<file path="src/hw/rtl/fdrf_pkg.sv">
// Shared types and constants for the frame dirty rectangle finder.
// No dependencies; every other file refers to it by scoped names.
package fdrf_pkg;

  localparam int DIM_W        = 13;    // configured frame dimensions
  localparam int XS_W         = 12;    // rectangle start coordinates
  localparam int XE_W         = 13;    // rectangle exclusive end coordinates
  localparam int PAIR_W       = 64;    // one word of two pixels
  localparam int CFG_IDX_W    = 2;
  localparam int MAX_DIM_DEF  = 4096;
  localparam int PIX_PER_WORD = 2;

  // Register indexes on the configuration channel.
  localparam logic [CFG_IDX_W-1:0] REG_FRAME_WIDTH     = 2'd0;
  localparam logic [CFG_IDX_W-1:0] REG_FRAME_HEIGHT    = 2'd1;
  localparam logic [CFG_IDX_W-1:0] REG_COMPARE_DISABLE = 2'd2;

  localparam logic [DIM_W-1:0] FRAME_WIDTH_RST  = 13'd1920;
  localparam logic [DIM_W-1:0] FRAME_HEIGHT_RST = 13'd1080;

  // Frame geometry as seen by the tracker.
  typedef struct packed {
    logic [DIM_W-1:0] eff_width;   // width saturated to the maximum dimension
    logic [DIM_W-1:0] eff_height;  // height saturated to the maximum dimension
    logic             full_mode;   // report the whole frame on every frame end
  } geom_t;

  // One reported rectangle.
  typedef struct packed {
    logic [XS_W-1:0] x_start;
    logic [XS_W-1:0] y_start;
    logic [XE_W-1:0] x_end;
    logic [XE_W-1:0] y_end;
    logic            full_frame;
  } rect_t;

endpackage

</file>
<file path="src/hw/rtl/fdrf_cfg_regs.sv">
// Configuration registers and saturated frame geometry.
// Depends on fdrf_pkg.
module fdrf_cfg_regs #(
  parameter int MAX_DIM = fdrf_pkg::MAX_DIM_DEF
) (
  input  logic                           clk,
  input  logic                           rst,
  input  logic                           wr_en,
  input  logic [fdrf_pkg::CFG_IDX_W-1:0] wr_index,
  input  logic [fdrf_pkg::DIM_W-1:0]     wr_data,
  output fdrf_pkg::geom_t                geom
);

  logic [fdrf_pkg::DIM_W-1:0] frame_width;
  logic [fdrf_pkg::DIM_W-1:0] frame_height;
  logic                       compare_disable;

  always_ff @(posedge clk) begin
    if (rst) begin
      frame_width     <= fdrf_pkg::FRAME_WIDTH_RST;
      frame_height    <= fdrf_pkg::FRAME_HEIGHT_RST;
      compare_disable <= 1'b0;
    end else if (wr_en) begin
      case (wr_index)
        fdrf_pkg::REG_FRAME_WIDTH:     frame_width     <= wr_data;
        fdrf_pkg::REG_FRAME_HEIGHT:    frame_height    <= wr_data;
        fdrf_pkg::REG_COMPARE_DISABLE: compare_disable <= wr_data[0];
        default: ;
      endcase
    end
  end

  // Clamp to the largest supported dimension; odd width or compare_disable forces full reports.
  always_comb begin
    geom.eff_width  = (32'(frame_width) > 32'(MAX_DIM)) ?
                      fdrf_pkg::DIM_W'(MAX_DIM) : frame_width;
    geom.eff_height = (32'(frame_height) > 32'(MAX_DIM)) ?
                      fdrf_pkg::DIM_W'(MAX_DIM) : frame_height;
    geom.full_mode  = compare_disable | frame_width[0];
  end

endmodule

</file>
<file path="src/hw/rtl/fdrf_tracker.sv">
// Raster position counters, changed-word bounds and result formation.
// Depends on fdrf_pkg.
module fdrf_tracker #(
  parameter int MAX_DIM = fdrf_pkg::MAX_DIM_DEF
) (
  input  logic            clk,
  input  logic            rst,
  input  logic            step,       // advance by one word
  input  logic            diff,       // word differs from the previous frame
  input  logic            frame_end,
  input  fdrf_pkg::geom_t geom,
  output logic            res_valid,  // this word yields a rectangle
  output fdrf_pkg::rect_t res
);

  localparam int CW = $clog2(MAX_DIM);

  logic [CW-1:0] column_count, column_count_next;
  logic [CW-1:0] row_count, row_count_next;
  logic [CW-1:0] min_column, min_column_next;
  logic [CW-1:0] max_column, max_column_next;
  logic [CW-1:0] min_row, min_row_next;
  logic [CW-1:0] max_row, max_row_next;
  logic          change_seen, change_seen_next;

  always_comb begin
    min_column_next  = min_column;
    max_column_next  = max_column;
    min_row_next     = min_row;
    max_row_next     = max_row;
    change_seen_next = change_seen;
    if (diff) begin
      if (!change_seen || column_count < min_column) min_column_next = column_count;
      if (!change_seen || column_count > max_column) max_column_next = column_count;
      if (!change_seen || row_count < min_row)       min_row_next    = row_count;
      if (!change_seen || row_count > max_row)       max_row_next    = row_count;
      change_seen_next = 1'b1;
    end

    // Wrap the column at the frame width and the row past the last row.
    if (32'(column_count) + 32'(fdrf_pkg::PIX_PER_WORD) >= 32'(geom.eff_width)) begin
      column_count_next = '0;
      row_count_next    = (32'(row_count) + 32'd1 >= 32'(geom.eff_height)) ?
                          '0 : row_count + CW'(1);
    end else begin
      column_count_next = column_count + CW'(fdrf_pkg::PIX_PER_WORD);
      row_count_next    = row_count;
    end

    res_valid = frame_end && (geom.full_mode || change_seen_next);
    if (geom.full_mode) begin
      res.x_start    = '0;
      res.y_start    = '0;
      res.x_end      = fdrf_pkg::XE_W'(geom.eff_width);
      res.y_end      = fdrf_pkg::XE_W'(geom.eff_height);
      res.full_frame = 1'b1;
    end else begin
      res.x_start    = fdrf_pkg::XS_W'(min_column_next);
      res.y_start    = fdrf_pkg::XS_W'(min_row_next);
      res.x_end      = fdrf_pkg::XE_W'(32'(max_column_next) +
                                       32'(fdrf_pkg::PIX_PER_WORD));
      res.y_end      = fdrf_pkg::XE_W'(32'(max_row_next) + 32'd1);
      res.full_frame = 1'b0;
    end
  end

  always_ff @(posedge clk) begin
    if (rst || (step && frame_end)) begin
      column_count <= '0;
      row_count    <= '0;
      min_column   <= '1;
      max_column   <= '0;
      min_row      <= '1;
      max_row      <= '0;
      change_seen  <= 1'b0;
    end else if (step) begin
      column_count <= column_count_next;
      row_count    <= row_count_next;
      min_column   <= min_column_next;
      max_column   <= max_column_next;
      min_row      <= min_row_next;
      max_row      <= max_row_next;
      change_seen  <= change_seen_next;
    end
  end

endmodule

</file>
<file path="src/hw/rtl/frame_dirty_rectangle_finder.sv">
// Top level of the frame dirty rectangle finder: input register, tracker and
// result register. Depends on fdrf_pkg, fdrf_cfg_regs and fdrf_tracker.
//
// Usage:
//   Input channel (in_valid/in_ready) carries one 64-bit word of the new frame
//   (new_pair), the word at the same place in the previous frame (old_pair)
//   and frame_end on the last word of a frame, in raster order.
//   Output channel (out_valid/out_ready) carries at most one rectangle per
//   frame, on the frame_end word: start coordinates inclusive, ends exclusive.
//   Nothing comes out for a frame with no change; the whole frame comes out,
//   with full_frame set, when compare_disable is set or frame_width is odd.
//   Configuration channel (cfg_valid/cfg_ready) writes frame_width,
//   frame_height and compare_disable by index; write only while idle.
// Throughput: one request per cycle while in_ready is high. Path: the accepted
//   frame_end request sits in the input register, then loads the result register,
//   which drives out_valid with the rectangle.
// Stall: while a rectangle waits on a stalled receiver, words that produce no
//   rectangle keep flowing; only a second frame_end that yields a rectangle
//   holds in the input stage, and then the input stalls.
// Reset (rst, synchronous): counters and bounds clear, both pipeline stages
//   empty, registers return to 1920 x 1080 with comparison enabled.
module frame_dirty_rectangle_finder #(
  parameter int MAX_DIM = fdrf_pkg::MAX_DIM_DEF
) (
  input  logic                           clk,
  input  logic                           rst,
  // input words
  input  logic                           in_valid,
  output logic                           in_ready,
  input  logic [fdrf_pkg::PAIR_W-1:0]    new_pair,
  input  logic [fdrf_pkg::PAIR_W-1:0]    old_pair,
  input  logic                           frame_end,
  // rectangles
  output logic                           out_valid,
  input  logic                           out_ready,
  output logic [fdrf_pkg::XS_W-1:0]      rect_x_start,
  output logic [fdrf_pkg::XS_W-1:0]      rect_y_start,
  output logic [fdrf_pkg::XE_W-1:0]      rect_x_end,
  output logic [fdrf_pkg::XE_W-1:0]      rect_y_end,
  output logic                           full_frame,
  // configuration writes
  input  logic                           cfg_valid,
  output logic                           cfg_ready,
  input  logic [fdrf_pkg::CFG_IDX_W-1:0] cfg_index,
  input  logic [fdrf_pkg::DIM_W-1:0]     cfg_data
);

  fdrf_pkg::geom_t geom;
  fdrf_pkg::rect_t res;
  logic            res_valid;

  // Input stage: keep only whether the word changed, not the pixels.
  logic s1_valid;
  logic s1_diff;
  logic s1_end;
  logic s1_fire;
  logic out_free;

  // Registers accept writes at any time.
  assign cfg_ready = 1'b1;

  fdrf_cfg_regs #(
    .MAX_DIM (MAX_DIM)
  ) u_cfg (
    .clk      (clk),
    .rst      (rst),
    .wr_en    (cfg_valid),
    .wr_index (cfg_index),
    .wr_data  (cfg_data),
    .geom     (geom)
  );

  // The result register frees up in the same cycle the receiver takes it.
  assign out_free = !out_valid || out_ready;
  // Advance the input stage unless it holds a rectangle with nowhere to go.
  assign s1_fire  = s1_valid && (!res_valid || out_free);
  assign in_ready = !s1_valid || s1_fire;

  always_ff @(posedge clk) begin
    if (rst) begin
      s1_valid <= 1'b0;
    end else if (in_ready) begin
      s1_valid <= in_valid;
    end
  end

  always_ff @(posedge clk) begin
    if (in_valid && in_ready) begin
      s1_diff <= (new_pair != old_pair);
      s1_end  <= frame_end;
    end
  end

  fdrf_tracker #(
    .MAX_DIM (MAX_DIM)
  ) u_tracker (
    .clk       (clk),
    .rst       (rst),
    .step      (s1_fire),
    .diff      (s1_diff),
    .frame_end (s1_end),
    .geom      (geom),
    .res_valid (res_valid),
    .res       (res)
  );

  // Result register: load a fresh rectangle, drop it once taken.
  always_ff @(posedge clk) begin
    if (rst) begin
      out_valid <= 1'b0;
    end else if (s1_fire && res_valid) begin
      out_valid <= 1'b1;
    end else if (out_ready) begin
      out_valid <= 1'b0;
    end
  end

  always_ff @(posedge clk) begin
    if (s1_fire && res_valid) begin
      rect_x_start <= res.x_start;
      rect_y_start <= res.y_start;
      rect_x_end   <= res.x_end;
      rect_y_end   <= res.y_end;
      full_frame   <= res.full_frame;
    end
  end

endmodule
</file>
<file path="config.mk">
export PLATFORM = sky130hd
export DESIGN_NAME = frame_dirty_rectangle_finder
export DESIGN_NICKNAME = d
export VERILOG_FILES = /design/src/hw/rtl/fdrf_pkg.sv /design/src/hw/rtl/fdrf_cfg_regs.sv /design/src/hw/rtl/fdrf_tracker.sv /design/src/hw/rtl/frame_dirty_rectangle_finder.sv
export SDC_FILE = /design/constraint.sdc
export NUM_CORES = 1
export LEC_CHECK = 0
export ABC_AREA = 1
export BUFFER_PORTS_ARGS = -buffer_cell sky130_fd_sc_hd__buf_4
export CELL_PAD_IN_SITES_DETAIL_PLACEMENT = 0
export CELL_PAD_IN_SITES_GLOBAL_PLACEMENT = 1
export CORE_ASPECT_RATIO = 1.25
export CORE_UTILIZATION = 43
export CTS_CLUSTER_SIZE = 20
export DETAILED_ROUTE_END_ITERATION = 10
export HOLD_SLACK_MARGIN = 0.05
export PLACE_DENSITY = 0.82
export SKIP_CTS_REPAIR_TIMING = 1
export SLEW_MARGIN = 0
export SYNTH_ARGS = -nofsm -noshare
export SYNTH_HDL_FRONTEND = slang
export SYNTH_SLANG_ARGS = --single-unit
</file>
<file path="constraint.sdc">
create_clock -name clk -period 5.3 [get_ports clk]
set_input_delay 0.795 -clock clk [delete_from_list [all_inputs] [get_ports clk]]
set_output_delay 0.795 -clock clk [all_outputs]
set_load 0.02 [all_outputs]
</file>
==> impl_metrics.prom <==
# TYPE chip_impl_metric gauge
chip_impl_metric{name="die_width",unit="µm"} 137
chip_impl_metric{name="synthMuxAreaShare",unit="%"} 0
chip_impl_metric{name="yosysWarnings",unit=""} 0
chip_impl_metric{name="synth-adder-area-share",unit="%"} 9.44
chip_impl_metric{name="via_per_inst",unit=""} 5.13
chip_impl_info{name="synth.cells.most_frequent",value="sky130_fd_sc_hd__nand2_1, sky130_fd_sc_hd__inv_1, sky130_fd_sc_hd__nor2_1"} 1
chip_impl_metric{name="gr-usage-met1",unit="%"} 26.5
chip_impl_metric{name="finalPower",unit="W"} 0.00296
chip_impl_metric{name="grt_pass1_wl",unit="µm"} 43900
chip_impl_metric{name="routabilityCongestion",unit=""} 0.877
chip_impl_metric{name="finalWorstSetupSlack",unit="ns"} 1.44
chip_impl_metric{name="cp_data_required_time",unit="ns"} 5.31
chip_impl_metric{name="num_cts_buffers",unit=""} 17
chip_impl_metric{name="finalNetCount",unit=""} 1715
chip_impl_metric{name="ctsHtreeMaxLevel",unit=""} 4
chip_impl_metric{name="syn-cell-area",unit="mm²"} 0.00980
chip_impl_metric{name="cts_max_path_buffers",unit=""} 2
chip_impl_metric{name="first_global_vias",unit=""} 8854
chip_impl_metric{name="drt_drc_violations_left",unit=""} 0
chip_impl_metric{name="worst_slew_pin_slew",unit="ns"} 1.21
chip_impl_metric{name="drt-initial-drc-count",unit=""} 477
chip_impl_metric{name="postSynthCellCount",unit=""} 1319
chip_impl_info{name="grt_most_used_layer",value="met2"} 1
chip_impl_metric{name="vias",unit=""} 9171
chip_impl_metric{name="clock-sinks",unit=""} 154
chip_impl_metric{name="postSynthRegisterBits",unit=""} 154
chip_impl_metric{name="power.switching_fraction",unit="%"} 25.9
chip_impl_metric{name="timing.final.max_slew_violations",unit=""} 0
chip_impl_metric{name="synth_edf_count",unit=""} 53
chip_impl_metric{name="drv_cap",unit=""} 0
chip_impl_metric{name="async_flop_share",unit="%"} 0
chip_impl_metric{name="design.die.area",unit="mm²"} 0.0234
chip_impl_info{name="yosys_most_used_dff",value="sky130_fd_sc_hd__dfxtp_1"} 1
chip_impl_info{name="yosys-top-cells-area",value="sky130_fd_sc_hd__dfxtp_1, sky130_fd_sc_hd__edfxtp_1, sky130_fd_sc_hd__nand2_1, sky130_fd_sc_hd__ha_1, sky130_fd_sc_hd__inv_1"} 1
chip_impl_info{name="min_path_type",value="register to register"} 1
chip_impl_metric{name="place.detailed.hpwl",unit="µm"} 21600
chip_impl_metric{name="synth-compound-area-share",unit="%"} 13.9
chip_impl_info{name="dominant_combinational_cell_family_by_area_after_synthesis",value="simple AND/OR/NAND/NOR gates"} 1
chip_impl_info{name="worstSetupEndpointType",value="register"} 1
chip_impl_metric{name="clockPowerShare",unit="%"} 41.1
chip_impl_metric{name="globalRouteTotalUtil",unit="%"} 24.8
chip_impl_metric{name="seq_power_share",unit="%"} 44.0
chip_impl_metric{name="worst_setup_hold_path_clk_slew",unit="ns"} 0.06
chip_impl_metric{name="synth_sequential_area_ratio",unit="%"} 36.9
chip_impl_metric{name="crit_path_max_incr_delay",unit="ns"} 0.86
chip_impl_metric{name="post-place-ws",unit="ns"} 1.50
chip_impl_info{name="critical-path-slowest-cell",value="sky130_fd_sc_hd__edfxtp_1"} 1
chip_impl_info{name="yosys.cell_count.top_type",value="sky130_fd_sc_hd__nand2_1"} 1
chip_impl_metric{name="layout-area-overhead-vs-synth",unit="%"} 23.0
chip_impl_metric{name="setup-violations-final",unit=""} 0
chip_impl_metric{name="antenna_violations_before_repair",unit=""} 0
chip_impl_metric{name="finalCoreUtilization",unit="%"} 54.1
chip_impl_metric{name="die_height",unit="µm"} 171
chip_impl_metric{name="placeableCoreArea",unit="mm²"} 0.0223
chip_impl_metric{name="p_per_area",unit="mW/mm²"} 246
chip_impl_metric{name="yosys.area_share.simple",unit="%"} 25.5
chip_impl_info{name="clk_tree_root_cell",value="sky130_fd_sc_hd__clkbuf_16"} 1
chip_impl_metric{name="io_buffers",unit=""} 201
chip_impl_metric{name="syn_nets",unit=""} 1542
chip_impl_metric{name="fin_worst_hold_slack",unit="ns"} 0.470
chip_impl_metric{name="core.rowCount",unit=""} 61
chip_impl_metric{name="avgSynthCellArea",unit="µm²"} 7.43
chip_impl_info{name="cts_tree",value="done"} 1
chip_impl_metric{name="gr-total-overflow",unit=""} 0
chip_impl_metric{name="fmax",unit="GHz"} 0.259
chip_impl_metric{name="worst_skew_pair.late_latency",unit="ns"} 0.44
chip_impl_info{name="timing.critical_path.mode_cell",value="sky130_fd_sc_hd__nand3_1"} 1
chip_impl_metric{name="setup-tns-final",unit="ns"} 0
chip_impl_metric{name="fin_crit_sh",unit="%"} 72.8
chip_impl_metric{name="min_period",unit="ns"} 3.86
chip_impl_metric{name="relSlewSlack",unit="%"} 19.2
chip_impl_info{name="outcome",value="complete, no violations"} 1
chip_impl_metric{name="clock-skew-final",unit="ns"} 0.00951
chip_impl_info{name="critical_path.cell_chain",value="inv_1, nand3_1, nand4_1, nand2_2, clkinv_1, nand3_1, inv_2"} 1
chip_impl_info{name="crit_path_start_kind",value="register"} 1
chip_impl_info{name="critical_path_class",value="register to register"} 1
chip_impl_metric{name="drt.antenna.violating_nets",unit=""} 0
chip_impl_metric{name="hold_violations",unit=""} 0
chip_impl_metric{name="start_util",unit="%"} 44.0
chip_impl_metric{name="globalRouteMet3Util",unit="%"} 4.21
chip_impl_metric{name="first_pass_iters",unit=""} 5
chip_impl_metric{name="power.ir.vdd_worst",unit="µV"} 180
chip_impl_metric{name="total_leakage_power",unit="nW"} 5.66
chip_impl_metric{name="drive_gt1_share",unit="%"} 18.5
chip_impl_info{name="netlist.top_cell.by_area",value="sky130_fd_sc_hd__dfxtp_1"} 1
chip_impl_metric{name="synth_xor_area_share",unit="%"} 5.90
chip_impl_metric{name="comb_power_share",unit="%"} 14.9
chip_impl_metric{name="wire_length_per_cell_after_detailed_routing",unit="µm"} 15.5
chip_impl_metric{name="total_wire_length_after_detailed_routing",unit="µm"} 27800
chip_impl_metric{name="io_pins",unit=""} 203
chip_impl_metric{name="worstPathMaxFanout",unit=""} 51
chip_impl_metric{name="pin_count_of_the_biggest_net_entering_global_routing",unit=""} 62
chip_impl_metric{name="power.net_switching",unit="W"} 0.000766
chip_impl_metric{name="power.internal",unit="W"} 0.00220
chip_impl_metric{name="cp_data_arrival_time",unit="ns"} 3.86
chip_impl_metric{name="synthDominantCellAreaShare",unit="%"} 20.6
chip_impl_metric{name="met2_usage",unit="%"} 46.5
chip_impl_metric{name="count_of_unique_library_cells_instantiated_by_yosys",unit=""} 46
chip_impl_info{name="grt_setup_unrepaired",value="no"} 1
[area by class of cell]
class / instances / area [µm²]
fill: 2219 / 10200
multi-input combinational: 957 / 5380
sequential: 154 / 3610
timing repair buffer: 205 / 1540
inverter: 157 / 589
clock buffer: 26 / 490
tap: 283 / 354
clock inverter: 6 / 87.6
antenna: 1 / 2.50
[flip-flops by register name, indices dropped and copies added, names as in the netlist, 11 cells and up]
register	count
u_cfg.frame_height	13
u_tracker.row_count	12
u_tracker.max_row	12
u_tracker.min_row	12
rect_x_start	12
u_tracker.column_count	11
rect_x_end	13
u_tracker.max_column	12
u_tracker.min_column	12
u_cfg.frame_width	13
rect_y_start	12
rect_y_end	13
[placed cells by master (no fill, tap or decap), types with 2 or more instances in the layout]
cell / count
sky130_fd_sc_hd__nor4_1: 7
sky130_fd_sc_hd__ha_1: 74
sky130_fd_sc_hd__o21a_1: 4
sky130_fd_sc_hd__buf_4: 205
sky130_fd_sc_hd__nand2_2: 13
sky130_fd_sc_hd__bufinv_16: 2
sky130_fd_sc_hd__o22ai_1: 5
sky130_fd_sc_hd__a21oi_1: 99
sky130_fd_sc_hd__nor2_1: 129
sky130_fd_sc_hd__edfxtp_1: 53
sky130_fd_sc_hd__o21bai_1: 3
sky130_fd_sc_hd__clkinv_1: 3
sky130_fd_sc_hd__clkbuf_16: 17
sky130_fd_sc_hd__nor3_1: 6
sky130_fd_sc_hd__o21ai_4: 2
sky130_fd_sc_hd__nand2_1: 273
sky130_fd_sc_hd__inv_1: 152
sky130_fd_sc_hd__a31oi_1: 2
sky130_fd_sc_hd__nand3_1: 93
sky130_fd_sc_hd__clkinv_2: 2
sky130_fd_sc_hd__o2111ai_1: 8
sky130_fd_sc_hd__xnor2_1: 43
sky130_fd_sc_hd__o21ai_2: 5
sky130_fd_sc_hd__or2_2: 6
sky130_fd_sc_hd__nor3b_1: 3
sky130_fd_sc_hd__o21ai_0: 91
sky130_fd_sc_hd__xor2_1: 23
sky130_fd_sc_hd__a211oi_1: 11
sky130_fd_sc_hd__a21o_1: 2
sky130_fd_sc_hd__nand2_4: 2
sky130_fd_sc_hd__o21ai_1: 11
sky130_fd_sc_hd__nor2_4: 5
sky130_fd_sc_hd__dfxtp_1: 101
sky130_fd_sc_hd__clkbuf_8: 3
sky130_fd_sc_hd__nor2_2: 7
sky130_fd_sc_hd__nand4_1: 20
sky130_fd_sc_hd__clkbuf_1: 5
sky130_fd_sc_hd__inv_2: 2
[power by group through the flow]
stage	sequential, W	combinational (W)	clock (W)
3_3_place_gp	0.00133	0.000438	0
6_report	0.00130	0.000441	0.00122
3_5_place_dp	0.00133	0.000443	0
2_1_floorplan	0.00133	0.000250	0
4_1_cts	0.00130	0.000446	0.00124
5_1_grt	0.00131	0.000493	0.00128
[metrics by stage]
stage                     instance area, µm²  instances
after floorplan                         9800       1319
after CTS                              12100       1788
after global routing                   12100       1788
after detailed placement               11500       1756
final                                  12100       1789
after global placement                 11500       1756
[cells by family after synthesis]
group / Yosys count
buf+inv: 208
fa+ha+maj: 74
flops: 154
simple gates: 570
xor+xnor: 66
other cells: 1
compound gates: 246
[critical path, delay by kind of cell, from the launching register on]
family | cells | cell delay [ns]
flip-flops | 1 | 0.86
buffers and inverters | 3 | 1.41
AND/OR/NAND/NOR | 4 | 1.07
[layer usage]
layer / share of wire [%] / wire (µm)
met1: 39 / 10800
met2: 53 / 14800
met3: 4.2 / 1160
met4: 3.7 / 1040
met5: 0 / 0
[path summary, 6_finish.rpt]
check	start	endpoint	slack [ns]	depth (start not counted)
hold reg to reg	u_cfg.compare_disable$_SDFFE_PP0P_	u_cfg.compare_disable$_SDFFE_PP0P_	0.47	2
hold / removal	u_cfg.compare_disable$_SDFFE_PP0P_	u_cfg.compare_disable$_SDFFE_PP0P_	0.47	2
setup reg to reg	s1_diff$_DFFE_PP_	rect_x_end[10]$_DFFE_PP_	1.44	7
setup / recovery	s1_diff$_DFFE_PP_	rect_x_end[10]$_DFFE_PP_	1.44	7
No activity file was read; power rests on OpenSTA's default activity.
